[src/rtl/btum_pkg.sv]
// ----------------------------------------------------------------------------
// btum_pkg
// Shared types and constants of the busy-time utilization monitor.
// ----------------------------------------------------------------------------
package btum_pkg;

  localparam int unsigned OUT_W      = 48;  // width of the time words on the ports
  localparam int unsigned PERIOD_W   = 32;  // width of the window length register
  localparam int unsigned HUND_W     = 14;  // width of the busy share word
  localparam int unsigned SCALE_BITS = 15;  // bits of the 2 x 10000 scale
  localparam int unsigned QUO_W      = 16;  // scaled quotient, holds up to 20000
  localparam int unsigned CNT_W      = 4;   // indexes SCALE_BITS bits

  localparam logic [PERIOD_W-1:0]   PERIOD_RESET = 32'd60000000;
  localparam logic [SCALE_BITS-1:0] SCALE2       = 15'd20000;
  localparam logic [HUND_W-1:0]     HUND_FULL    = 14'd10000;

  // Event kinds
  localparam logic CMD_WAIT_START = 1'b0;
  localparam logic CMD_WAIT_END   = 1'b1;

  typedef enum logic [8:0] {
    ST_IDLE     = 9'b000000001,
    ST_DIFF     = 9'b000000010,
    ST_ACCUM    = 9'b000000100,
    ST_REPORT   = 9'b000001000,
    ST_CLASSIFY = 9'b000010000,
    ST_DBL      = 9'b000100000,
    ST_ADD      = 9'b001000000,
    ST_FINISH   = 9'b010000000,
    ST_OUT      = 9'b100000000
  } state_e;

  // Controller to datapath
  typedef struct packed {
    logic capture;   // latch the incoming word
    logic diff;      // form clamped time difference and window end
    logic accum;     // fold the difference into its sum, update timestamps
    logic report;    // snapshot sums, clear them, advance the window
    logic classify;  // handle zero / full share, prime the divider
    logic dbl;       // divider: remainder doubling step
    logic add;       // divider: add busy step
    logic finish;    // round the quotient into the share word
  } cmd_t;

  // Datapath to controller
  typedef struct packed {
    logic is_stop;    // current word is a wait end
    logic due;        // window has closed before this timestamp
    logic trivial;    // share known without dividing
    logic scale_bit;  // scale bit at the current divider position
    logic last_bit;   // divider at its last position
  } sts_t;

endpackage

[src/rtl/busy_time_utilization_monitor.sv]
// ----------------------------------------------------------------------------
// busy_time_utilization_monitor
// Accumulates busy and wait time from wait start / wait end words and emits
// a utilization report when a wait end word arrives after the window closed.
// ----------------------------------------------------------------------------
//
//  channel | direction | handshake              | payload
//  --------+-----------+------------------------+-------------------------------
//  in      | input     | in_valid_i/in_ready_o  | command_i, timestamp_us_i
//  out     | output    | out_valid_o/out_ready_i| wait/busy/elapsed_time_us_o,
//          |           |                        | busy_hundredths_o
//  cfg     | input     | cfg_we_i (no stall)    | cfg_wdata_i (report period)
//
//  - A word that raises no report passes through accept, time difference and
//    window end, and accumulate; in_ready_o returns after that.
//  - A report adds a snapshot step, a classify step, the share divider
//    (one add-mod step per cycle: 15 doubling steps plus 5 add steps for the
//    set bits of 20000) and a rounding step before out_valid_o.
//    A zero elapsed time or a full share skips the divider.
//  - One word in flight; in_ready_o is low until any raised report is taken.
//  - Reset clears timestamps, sums and window; period resets to 60 s.
//  - out_valid_o holds with a stable report until out_ready_i.
// ----------------------------------------------------------------------------
module busy_time_utilization_monitor #(
  parameter int unsigned TIME_WIDTH = 48  // internal time width, 32 to 64
) (
  input  logic                              clk_i,
  input  logic                              rst_ni,
  // configuration
  input  logic                              cfg_we_i,
  input  logic [btum_pkg::PERIOD_W-1:0]     cfg_wdata_i,
  // event words
  input  logic                              in_valid_i,
  output logic                              in_ready_o,
  input  logic                              command_i,
  input  logic [btum_pkg::OUT_W-1:0]        timestamp_us_i,
  // report words
  output logic                              out_valid_o,
  input  logic                              out_ready_i,
  output logic [btum_pkg::OUT_W-1:0]        wait_time_us_o,
  output logic [btum_pkg::OUT_W-1:0]        busy_time_us_o,
  output logic [btum_pkg::OUT_W-1:0]        elapsed_time_us_o,
  output logic [btum_pkg::HUND_W-1:0]       busy_hundredths_o
);

  btum_pkg::cmd_t cmd;
  btum_pkg::sts_t sts;

  // Sequencer: one word at a time, divider steps under its control
  btum_ctrl u_ctrl (
    .clk_i       (clk_i),
    .rst_ni      (rst_ni),
    .in_valid_i  (in_valid_i),
    .in_ready_o  (in_ready_o),
    .out_valid_o (out_valid_o),
    .out_ready_i (out_ready_i),
    .sts_i       (sts),
    .cmd_o       (cmd)
  );

  // Time bookkeeping, report registers and shared add-mod divider
  btum_dp #(
    .TW (TIME_WIDTH)
  ) u_dp (
    .clk_i             (clk_i),
    .rst_ni            (rst_ni),
    .cmd_i             (cmd),
    .sts_o             (sts),
    .cfg_we_i          (cfg_we_i),
    .cfg_wdata_i       (cfg_wdata_i),
    .command_i         (command_i),
    .timestamp_us_i    (timestamp_us_i),
    .wait_time_us_o    (wait_time_us_o),
    .busy_time_us_o    (busy_time_us_o),
    .elapsed_time_us_o (elapsed_time_us_o),
    .busy_hundredths_o (busy_hundredths_o)
  );

  // The block never accepts a word while a report is pending
  a_no_overlap: assert property (@(posedge clk_i) disable iff (!rst_ni)
    !(in_ready_o && out_valid_o))
    else $error("in_ready_o high while a report is pending");

  // An accepted word keeps the input closed in the next cycle
  a_busy_after_accept: assert property (@(posedge clk_i) disable iff (!rst_ni)
    (in_valid_i && in_ready_o) |=> !in_ready_o)
    else $error("input reopened right after accept");

  // Share never exceeds 100.00 percent
  a_share_range: assert property (@(posedge clk_i) disable iff (!rst_ni)
    out_valid_o |-> (busy_hundredths_o <= btum_pkg::HUND_FULL))
    else $error("busy share out of range");

  // Elapsed covers busy time (saturating sum)
  a_elapsed_ge_busy: assert property (@(posedge clk_i) disable iff (!rst_ni)
    out_valid_o |-> (elapsed_time_us_o >= busy_time_us_o))
    else $error("elapsed below busy time");

endmodule

[src/rtl/btum_ctrl.sv]
// ----------------------------------------------------------------------------
// btum_ctrl
// Sequencer of the monitor: event update, report, and the share divider.
// ----------------------------------------------------------------------------
module btum_ctrl (
  input  logic          clk_i,
  input  logic          rst_ni,
  input  logic          in_valid_i,
  output logic          in_ready_o,
  output logic          out_valid_o,
  input  logic          out_ready_i,
  input  btum_pkg::sts_t sts_i,
  output btum_pkg::cmd_t cmd_o
);

  btum_pkg::state_e state_q, state_d;

  always_ff @(posedge clk_i or negedge rst_ni) begin
    if (!rst_ni) begin
      state_q <= btum_pkg::ST_IDLE;
    end else begin
      state_q <= state_d;
    end
  end

  always_comb begin
    state_d = state_q;
    cmd_o   = '0;
    unique case (state_q)
      btum_pkg::ST_IDLE: begin
        if (in_valid_i) begin
          cmd_o.capture = 1'b1;
          state_d       = btum_pkg::ST_DIFF;
        end
      end
      btum_pkg::ST_DIFF: begin
        cmd_o.diff = 1'b1;
        state_d    = btum_pkg::ST_ACCUM;
      end
      btum_pkg::ST_ACCUM: begin
        cmd_o.accum = 1'b1;
        if (sts_i.is_stop && sts_i.due) begin
          state_d = btum_pkg::ST_REPORT;
        end else begin
          state_d = btum_pkg::ST_IDLE;
        end
      end
      btum_pkg::ST_REPORT: begin
        cmd_o.report = 1'b1;
        state_d      = btum_pkg::ST_CLASSIFY;
      end
      btum_pkg::ST_CLASSIFY: begin
        cmd_o.classify = 1'b1;
        state_d = sts_i.trivial ? btum_pkg::ST_OUT : btum_pkg::ST_DBL;
      end
      btum_pkg::ST_DBL: begin
        cmd_o.dbl = 1'b1;
        priority if (sts_i.scale_bit) begin
          state_d = btum_pkg::ST_ADD;
        end else if (sts_i.last_bit) begin
          state_d = btum_pkg::ST_FINISH;
        end else begin
          state_d = btum_pkg::ST_DBL;
        end
      end
      btum_pkg::ST_ADD: begin
        cmd_o.add = 1'b1;
        state_d = sts_i.last_bit ? btum_pkg::ST_FINISH : btum_pkg::ST_DBL;
      end
      btum_pkg::ST_FINISH: begin
        cmd_o.finish = 1'b1;
        state_d      = btum_pkg::ST_OUT;
      end
      btum_pkg::ST_OUT: begin
        if (out_ready_i) begin
          state_d = btum_pkg::ST_IDLE;
        end
      end
      default: begin
        state_d = btum_pkg::ST_IDLE;
      end
    endcase
  end

  assign in_ready_o  = (state_q == btum_pkg::ST_IDLE);
  assign out_valid_o = (state_q == btum_pkg::ST_OUT);

endmodule

[src/rtl/btum_dp.sv]
// ----------------------------------------------------------------------------
// btum_dp
// Datapath: timestamps, saturating sums, window, report words and divider.
// ----------------------------------------------------------------------------
module btum_dp #(
  parameter int unsigned TW = 48
) (
  input  logic                              clk_i,
  input  logic                              rst_ni,
  input  btum_pkg::cmd_t                    cmd_i,
  output btum_pkg::sts_t                    sts_o,
  input  logic                              cfg_we_i,
  input  logic [btum_pkg::PERIOD_W-1:0]     cfg_wdata_i,
  input  logic                              command_i,
  input  logic [btum_pkg::OUT_W-1:0]        timestamp_us_i,
  output logic [btum_pkg::OUT_W-1:0]        wait_time_us_o,
  output logic [btum_pkg::OUT_W-1:0]        busy_time_us_o,
  output logic [btum_pkg::OUT_W-1:0]        elapsed_time_us_o,
  output logic [btum_pkg::HUND_W-1:0]       busy_hundredths_o
);

  function automatic logic [TW-1:0] sat_add(input logic [TW-1:0] a, input logic [TW-1:0] b);
    logic [TW:0] s;
    s = {1'b0, a} + {1'b0, b};
    return s[TW] ? '1 : s[TW-1:0];
  endfunction

  // Architectural state
  logic [btum_pkg::PERIOD_W-1:0] period_q;
  logic [TW-1:0] last_start_q, last_stop_q, win_start_q, wait_sum_q, busy_sum_q;

  // Working registers
  logic                  cmd_q;
  logic [TW-1:0]         ts_q, diff_q;
  logic [TW:0]           win_end_q;
  logic [TW-1:0]         wt_q, bz_q, el_q, rem_q;
  logic [btum_pkg::QUO_W-1:0]  quo_q;
  logic [btum_pkg::CNT_W-1:0]  cnt_q;
  logic [btum_pkg::HUND_W-1:0] hund_q;

  logic [TW-1:0] ref_time;
  logic [TW-1:0] mod_x, rem_d;
  logic [TW:0]   mod_s;
  logic          mod_wrap;
  logic          el_zero, bz_full;
  logic [btum_pkg::QUO_W-1:0] quo_rnd;

  assign ref_time = (cmd_q == btum_pkg::CMD_WAIT_END) ? last_start_q : last_stop_q;

  // Shared add-mod step: rem = (rem + x) mod elapsed
  assign mod_x    = cmd_i.dbl ? rem_q : bz_q;
  assign mod_s    = {1'b0, rem_q} + {1'b0, mod_x};
  assign mod_wrap = (mod_s >= {1'b0, el_q});
  assign rem_d    = mod_wrap ? TW'(mod_s - {1'b0, el_q}) : mod_s[TW-1:0];

  assign el_zero = (el_q == '0);
  assign bz_full = (bz_q >= el_q);
  assign quo_rnd = quo_q + btum_pkg::QUO_W'(1);

  assign sts_o.is_stop   = (cmd_q == btum_pkg::CMD_WAIT_END);
  assign sts_o.due       = !win_end_q[TW] && (win_end_q[TW-1:0] < ts_q);
  assign sts_o.trivial   = el_zero || bz_full;
  assign sts_o.scale_bit = btum_pkg::SCALE2[cnt_q];
  assign sts_o.last_bit  = (cnt_q == '0);

  always_ff @(posedge clk_i or negedge rst_ni) begin
    if (!rst_ni) begin
      period_q     <= btum_pkg::PERIOD_RESET;
      last_start_q <= '0;
      last_stop_q  <= '0;
      win_start_q  <= '0;
      wait_sum_q   <= '0;
      busy_sum_q   <= '0;
    end else begin
      if (cfg_we_i) begin
        period_q <= cfg_wdata_i;
      end
      if (cmd_i.accum) begin
        if (cmd_q == btum_pkg::CMD_WAIT_END) begin
          wait_sum_q  <= sat_add(wait_sum_q, diff_q);
          last_stop_q <= ts_q;
        end else begin
          busy_sum_q   <= sat_add(busy_sum_q, diff_q);
          last_start_q <= ts_q;
          if (win_start_q == '0) begin
            win_start_q <= ts_q;
          end
        end
      end
      if (cmd_i.report) begin
        wait_sum_q  <= '0;
        busy_sum_q  <= '0;
        win_start_q <= win_end_q[TW-1:0];
      end
    end
  end

  always_ff @(posedge clk_i) begin
    if (cmd_i.capture) begin
      cmd_q <= command_i;
      ts_q  <= TW'(timestamp_us_i);
    end
    if (cmd_i.diff) begin
      // never-set reference or time going back adds nothing
      diff_q    <= (ref_time != '0 && ts_q > ref_time) ? ts_q - ref_time : '0;
      win_end_q <= {1'b0, win_start_q} + (TW+1)'(period_q);
    end
    if (cmd_i.report) begin
      wt_q <= wait_sum_q;
      bz_q <= busy_sum_q;
      el_q <= sat_add(wait_sum_q, busy_sum_q);
    end
    if (cmd_i.classify) begin
      rem_q <= '0;
      quo_q <= '0;
      cnt_q <= btum_pkg::CNT_W'(btum_pkg::SCALE_BITS - 1);
      if (el_zero) begin
        hund_q <= '0;
      end else if (bz_full) begin
        hund_q <= btum_pkg::HUND_FULL;
      end
    end
    if (cmd_i.dbl) begin
      rem_q <= rem_d;
      quo_q <= {quo_q[btum_pkg::QUO_W-2:0], 1'b0} + btum_pkg::QUO_W'(mod_wrap);
      if (!sts_o.scale_bit) begin
        cnt_q <= cnt_q - btum_pkg::CNT_W'(1);
      end
    end
    if (cmd_i.add) begin
      rem_q <= rem_d;
      quo_q <= quo_q + btum_pkg::QUO_W'(mod_wrap);
      cnt_q <= cnt_q - btum_pkg::CNT_W'(1);
    end
    if (cmd_i.finish) begin
      hund_q <= quo_rnd[btum_pkg::HUND_W:1];
    end
  end

  assign wait_time_us_o    = btum_pkg::OUT_W'(wt_q);
  assign busy_time_us_o    = btum_pkg::OUT_W'(bz_q);
  assign elapsed_time_us_o = btum_pkg::OUT_W'(el_q);
  assign busy_hundredths_o = hund_q;

endmodule
[config.mk]
export PLATFORM = sky130hd
export DESIGN_NAME = busy_time_utilization_monitor
export DESIGN_NICKNAME = d
export VERILOG_FILES = /design/src/rtl/btum_pkg.sv /design/src/rtl/busy_time_utilization_monitor.sv /design/src/rtl/btum_ctrl.sv /design/src/rtl/btum_dp.sv
export SDC_FILE = /design/constraint.sdc
export NUM_CORES = 2
export LEC_CHECK = 0
export ABC_CLOCK_PERIOD_IN_PS = 10600
export BUFFER_PORTS_ARGS = -buffer_cell sky130_fd_sc_hd__buf_4
export CAP_MARGIN = 0
export CORE_MARGIN = 2
export CORE_UTILIZATION = 55
export DETAILED_ROUTE_END_ITERATION = 10
export PLACE_DENSITY = 0.73
export SLEW_MARGIN = 30
export SYNTH_ARGS = -nofsm -noshare
export SYNTH_HDL_FRONTEND = slang
export SYNTH_SLANG_ARGS = --single-unit
[constraint.sdc]
create_clock -name clk_i -period 10.6 [get_ports clk_i]
set_input_delay 0.53 -clock clk_i [delete_from_list [all_inputs] [get_ports clk_i]]
set_output_delay 0.53 -clock clk_i [all_outputs]
set_load 0.03 [all_outputs]
* Yosys cells after proc, flatten, opt, wreduce, memory -nomap -nowiden
Memory sizes are Yosys's and may differ from the RTL's. A register that Yosys moved wholly into a read port is not among the register bits.
Cells that the tools add are included.
** Storage, ports and cells
- Register bits :: 653
- ROM bits :: 16
- Input port bits :: 86
- Word-level logic and storage cells :: 116
- Memories kept :: 1
** Memory list
- (name not given) :: depth 16, bits a word 1, rd ports 1, clocked after memory_dff 1, write ports 0, line btum_dp.sv:63 : assign sts_o.scale_bit = btum_pkg::SCALE2[cnt_q];
** Operators by class
- $add $sub $neg :: 11
- Order comparisons :: 5
- Equal/unequal tests :: 12
- Mux-type cells :: 46
- Bitwise gates (word level) :: 1
- Reductions and logical operators :: 22
** Operators by type and width (count)
- 48-bit 2-to-1 mux :: 18
- 48-bit by 48-bit adder with 49-bit output :: 4
- 48-bit logical NOT :: 2
- 48-bit subtractor :: 2
- 9-bit one-hot mux with 9 select lines :: 1
- 14-bit 2-to-1 mux :: 4
- 48-bit by 32-bit adder with 49-bit output :: 1
- 49-bit by 48-bit greater-or-equal comparator with 1-bit output :: 1
- 48-bit greater-or-equal comparator :: 1
- 48-bit greater-than comparator :: 1
- 48-bit < comparator :: 1
- 16-bit 2-to-1 mux :: 3
- 48-bit nonzero test :: 1
- 9-bit 2-to-1 mux :: 4
- 16-bit by 1-bit adder with 16-bit output :: 2
- 4-bit 2-to-1 mux :: 5
- 15-bit by 1-bit adder with 15-bit output (second input constant) :: 1
- 2-bit AND reduction :: 6
- 1-bit 2-to-1 mux :: 10
- 9-bit by 1-bit == test with 1-bit output (second input constant) :: 1
- 9-bit by 2-bit == test with 1-bit output (second input constant) :: 1
- 9-bit by 3-bit == test with 1-bit output (second input constant) :: 1
- 9-bit by 4-bit == test with 1-bit output (second input constant) :: 1
- 9-bit by 5-bit == test with 1-bit output (second input constant) :: 1
- other kinds (17) :: 24

* Logic depth before layout (Yosys ltp)
- Depth after elaboration :: 8
- Mapped depth :: 38
- Mapped depth without buffers :: 37

* Modules after synthesis
Synthesis repeated with hierarchy kept, for this count alone.
** Unflattened totals
- Cells, all modules :: 4533
- Area total of the unflattened synthesis :: 44679.1 um^2
** By module, submodules not included
- btum_dp :: instances 1, cells each 4469, area each 44081.0 um^2
- btum_ctrl :: instances 1, cells each 64, area each 598.1 um^2

* Least setup slack after synthesis
Ideal clock, no wire load.
- Kind :: reg-to-reg
- Start point :: register u_ctrl.state_q[5]
- End point :: register u_ctrl.state_q[0]
- Arrival time :: 9123 ps
- Setup slack :: 1385 ps
- Cell stages (with the launch flop) :: 8
- Path through :: dfrtp_1 > nor3_1 > nand2_1 > or3_1 > nor3b_1 > nor4_1 > nand3_1 > o21ai_0
** On the way
- Longest elaborated chain between the ends :: 3
- Elaborated cells between the ends (all ways) :: 13
- Classes of those cells :: eq/ne (11); mux (1); reduce/logical (1)
** RTL lines
- start: declaration :: line btum_ctrl.sv:16 : btum_pkg::state_e state_q, state_d;
- start signal: assignment :: line btum_ctrl.sv:20 : state_q <= btum_pkg::ST_IDLE;
- start signal: assignment :: line btum_ctrl.sv:22 : state_q <= state_d;
- 9-bit == test or 9-bit by 1-bit == test with 1-bit output (tied branches) :: line btum_ctrl.sv:29 : unique case (state_q)
- 2-bit by 1-bit inequality test with 1-bit output (no source line) or 2-bit inequality test (tied branches)
- 2-bit AND reduction (no source line)
Parallel ways exist; a longest one is shown, timed or not.
A chain may end at the register's enable or synchronous reset.

* Final worst setup path
- Start point :: register u_ctrl.state_q[8]
- End point :: register u_dp.quo_q[10] (netlist bit) (data pin)
** On the way
- Longest elaborated chain between the ends :: 8
- Elaborated cells between the ends (all ways) :: 11
- Classes of those cells :: add/sub (3); order compare (1); eq/ne (2); mux (5)
** RTL lines
- 9-bit by 6-bit == test with 1-bit output :: line btum_ctrl.sv:29
- 1-bit 2-to-1 mux :: line btum_ctrl.sv:29
- 48-bit 2-to-1 mux :: line btum_dp.sv:51 : assign mod_x = cmd_i.dbl ? rem_q : bz_q;
- 48-bit by 48-bit adder with 49-bit output :: line btum_dp.sv:52 : assign mod_s = {1'b0, rem_q} + {1'b0, mod_x};
- 49-bit by 48-bit greater-or-equal comparator with 1-bit output :: line btum_dp.sv:53 : assign mod_wrap = (mod_s >= {1'b0, el_q});
- 16-bit by 1-bit adder with 16-bit output :: line btum_dp.sv:125 : quo_q <= {quo_q[btum_pkg::QUO_W-2:0], 1'b0} + btum_pkg::QUO_W'(mod_wrap);
- 16-bit 2-to-1 mux :: line btum_dp.sv:123 : if (cmd_i.dbl) begin
- 16-bit 2-to-1 mux (*) :: line btum_dp.sv:130 : if (cmd_i.add) begin
- end signal: assignment :: line btum_dp.sv:125
- end signal: assignment :: line btum_dp.sv:132 : quo_q <= quo_q + btum_pkg::QUO_W'(mod_wrap);
- end: declaration :: line btum_dp.sv:37 : logic [btum_pkg::QUO_W-1:0] quo_q;
Every way passes the cells marked *; elsewhere a longest branch is shown, timed or not.

==> metrics <==
status finished clean; WL per Instance 21.3 um; EDFF count, synth 367; Core Region 80500 sq um; Mapped Nets 5221; layout cells sized above 1 11.2%; Detailed Place HPWL 100 mm; leading area contributor after synthesis edfxtp_1; flip-flop and latch area 18200 sq um; CTS Hold Bufs 0; GRT Total Usage 30.3%; final setup TNS 0 ns; cell count of the worst hold path 1; final setup vio count 0; Setup CP Type reg -> reg; placed insts 5863; ys async rst share 43.0%; nets@finish 5394; ys flop type edfxtp_1; Syn. warnings 0; fin crit period 9.49 ns; Filler cells 6864; Total Wirelength 128 mm; clock-pin slew on the worst setup and hold paths 0.06 ns; total die area 83800 sq um; routability cong. 0.979; vias in the first global route 35600; synth cell count leaders 479 x nand2_1, 478 x a21oi_1, 419 x ha_1; Die Y 289 um; most area-consuming cells after synthesis edfxtp_1 25%, dfrtp_1 15%, ha_1 12%; Area Overhead vs Synth 12.1%; Worst VDD drop 0.147 mV; fmax 0.105 GHz; count leader, synth nand2_1; Worst R2R Path Depth 30; io pins 246; CTS Sinks 653; RSZ-0062 raised after global routing no; Slew @ Worst Pin 1.12 ns; CP top delay family simple AND/OR/NAND/NOR gates; CP max stage delay 0.85 ns; initial core utilization 55.6%; Residual DRC 0; crit path max-delay cell type nor4_1; crit start category register; Site Rows 104; initial antenna violation count 0; worst path buffer plus inverter count 2; Crit path top cell by count ha_1; non-filler cells, final 6003; H-tree levels 3; CTS root buffer clkbuf_16; worst hold slack 0.0670 ns; Mapped Area 44800 sq um; IO Port Bufs 245; Clock Tree Buf Depth 3; TritonRoute pass-1 iters 8; flops & latches, synth 653; gr ovfl total 0; Synth cell types 92; TritonCTS clock tree built; die width 289 um; power consumption 0.0117 W; Seq/Total Area, Yosys 40.5%; Post-Syn Instances 4709; 1st-iter DRT viols 2225; pin count of the biggest net entering global routing 165; Fin. Hold Viols 0; WP depth 30; Diodes inserted 0; Setup Fix Bufs, Post-CTS 0; MaxCap Viol Count 0; Num CTS Buffers 75; Vias/cell 6.11; Rel. slew slack 24.3%; cell leakage power 22.2 nW; fin crit share 89.5%; CP Data Required Time 10.95 ns; mean post-synth cell area 9.52 sq um; Worst setup EP type register; worst hold path class in -> reg; PostCTS Resize Cnt 0; Worst Skew 0.0327 ns; critical-path maximum fanout 43; Pwr Density 233 nW/um^2; CP arrival 9.84 ns; Slew Limit Fails 0; Final ANT Viol Nets 0; Synth top area share 24.6%; Clock Latency Late Sink 0.63 ns; Multi-input gate area 25300 sq um; vias 36700; global-route wire length before repair 198 mm
## routing by layer
| metal | vias to the layer above | part of all wire (%) | global-route usage (%) |
|---|---|---|---|
| met4 | 0 | 4.6 | 13.2 |
| met5 | - | 0 | 0 |
| met1 | 17400 | 43 | 40.3 |
| met2 | 1176 | 47 | 50.1 |
| li1 | 17800 | - | - |
| met3 | 241 | 5.4 | 3.40 |
## power breakdown
| part | internal, W | switching [W] | leakage, nW |
|---|---|---|---|
| Clock | 0.00161 | 0.00109 | 1.26 |
| Sequential | 0.00339 | 0.000548 | 6.94 |
| Combinational | 0.00210 | 0.00299 | 14.0 |
| Total | 0.00709 | 0.00463 | 22.2 |
## cells in the final DEF, fill, tap and decap left out, types with 131 or more instances in the layout
cell and instances:
a21o_1 229, a21oi_1 478, buf_4 272, dfrtp_1 270, edfxtp_1 367, ha_1 419
inv_1 184, nand2_1 476, nor2_1 260, o21ai_0 370, xnor2_1 171, xor2_1 131
## final cells by class
class | instances | share of cell area [%]
multi-input cells | 3687 | 50.4
flip-flops and latches | 653 | 36.2
repair buffers | 278 | 4.24
clock buffers | 94 | 4.09
well taps | 1060 | 2.64
inverters | 187 | 1.42
clock inverters | 44 | 1.02
## per-stage QoR
step / setup slack, ns / util, % / cell area (sq um)
3_5_place_dp: 1.20 / 59.1 / 47600
2_1_floorplan: 1.39 / - / 44800
6_report: 1.11 / 62.3 / 50200
4_1_cts: 1.19 / 62.3 / 50100
3_3_place_gp: 1.27 / 59.1 / 47600
5_1_grt: 0.887 / 62.3 / 50200
## final timing paths
kind                                       from                    to  slack, ns
min in group asynchronous                rst_ni  u_dp.win_start_q[41]       0.37
max in group asynchronous                rst_ni    u_dp.busy_sum_q[3]       8.28
max reg2reg                   u_ctrl.state_q[8]        u_dp.quo_q[10]       1.11
max                           u_ctrl.state_q[8]        u_dp.quo_q[10]       1.11
min                           timestamp_us_i[4]          u_dp.ts_q[4]       0.07
min reg2reg                u_dp.last_stop_q[42]  u_dp.last_stop_q[42]       0.48
## sequential cells by signal, summed over array words and instances, names as in the netlist, 32 cells and up
name,flops
u_dp.busy_time_us_o,48
u_dp.last_stop_q,48
u_dp.wait_sum_q,48
u_dp.ts_q,48
u_dp.wait_time_us_o,48
u_dp.period_q,32
u_dp.elapsed_time_us_o,48
u_dp.last_start_q,48
u_dp.busy_sum_q,48
u_dp.diff_q,48
u_dp.win_start_q,48
u_dp.rem_q,48
u_dp.win_end_q,49
## worst reg2reg max path: cells and delay by family (launching register included)
family	cells	cell delay, ns
adder cells (fa/ha/maj)	4	1.20
multiplexers	1	0.37
XOR/XNOR	1	0.12
AO/OA/AOI/OAI	9	2.90
flip-flops	1	0.47
buffers and inverters	2	0.48
AND/OR/NAND/NOR	13	3.66
## cells by family (layout without fill, tap and decap cells)
logic type      count (synthesis)  count (layout)  share of synthesized area (%)
compound gates               1507            1507                           20.7
xor+xnor                      302             302                           5.90
fa+ha+maj                     426             426                           12.0
buf+inv                       369             603                           3.21
flops                         653             653                           40.5
mux                           167             167                           3.95
simple gates                 1285            1285                           13.7
No activity file was read; power rests on OpenSTA's default activity.
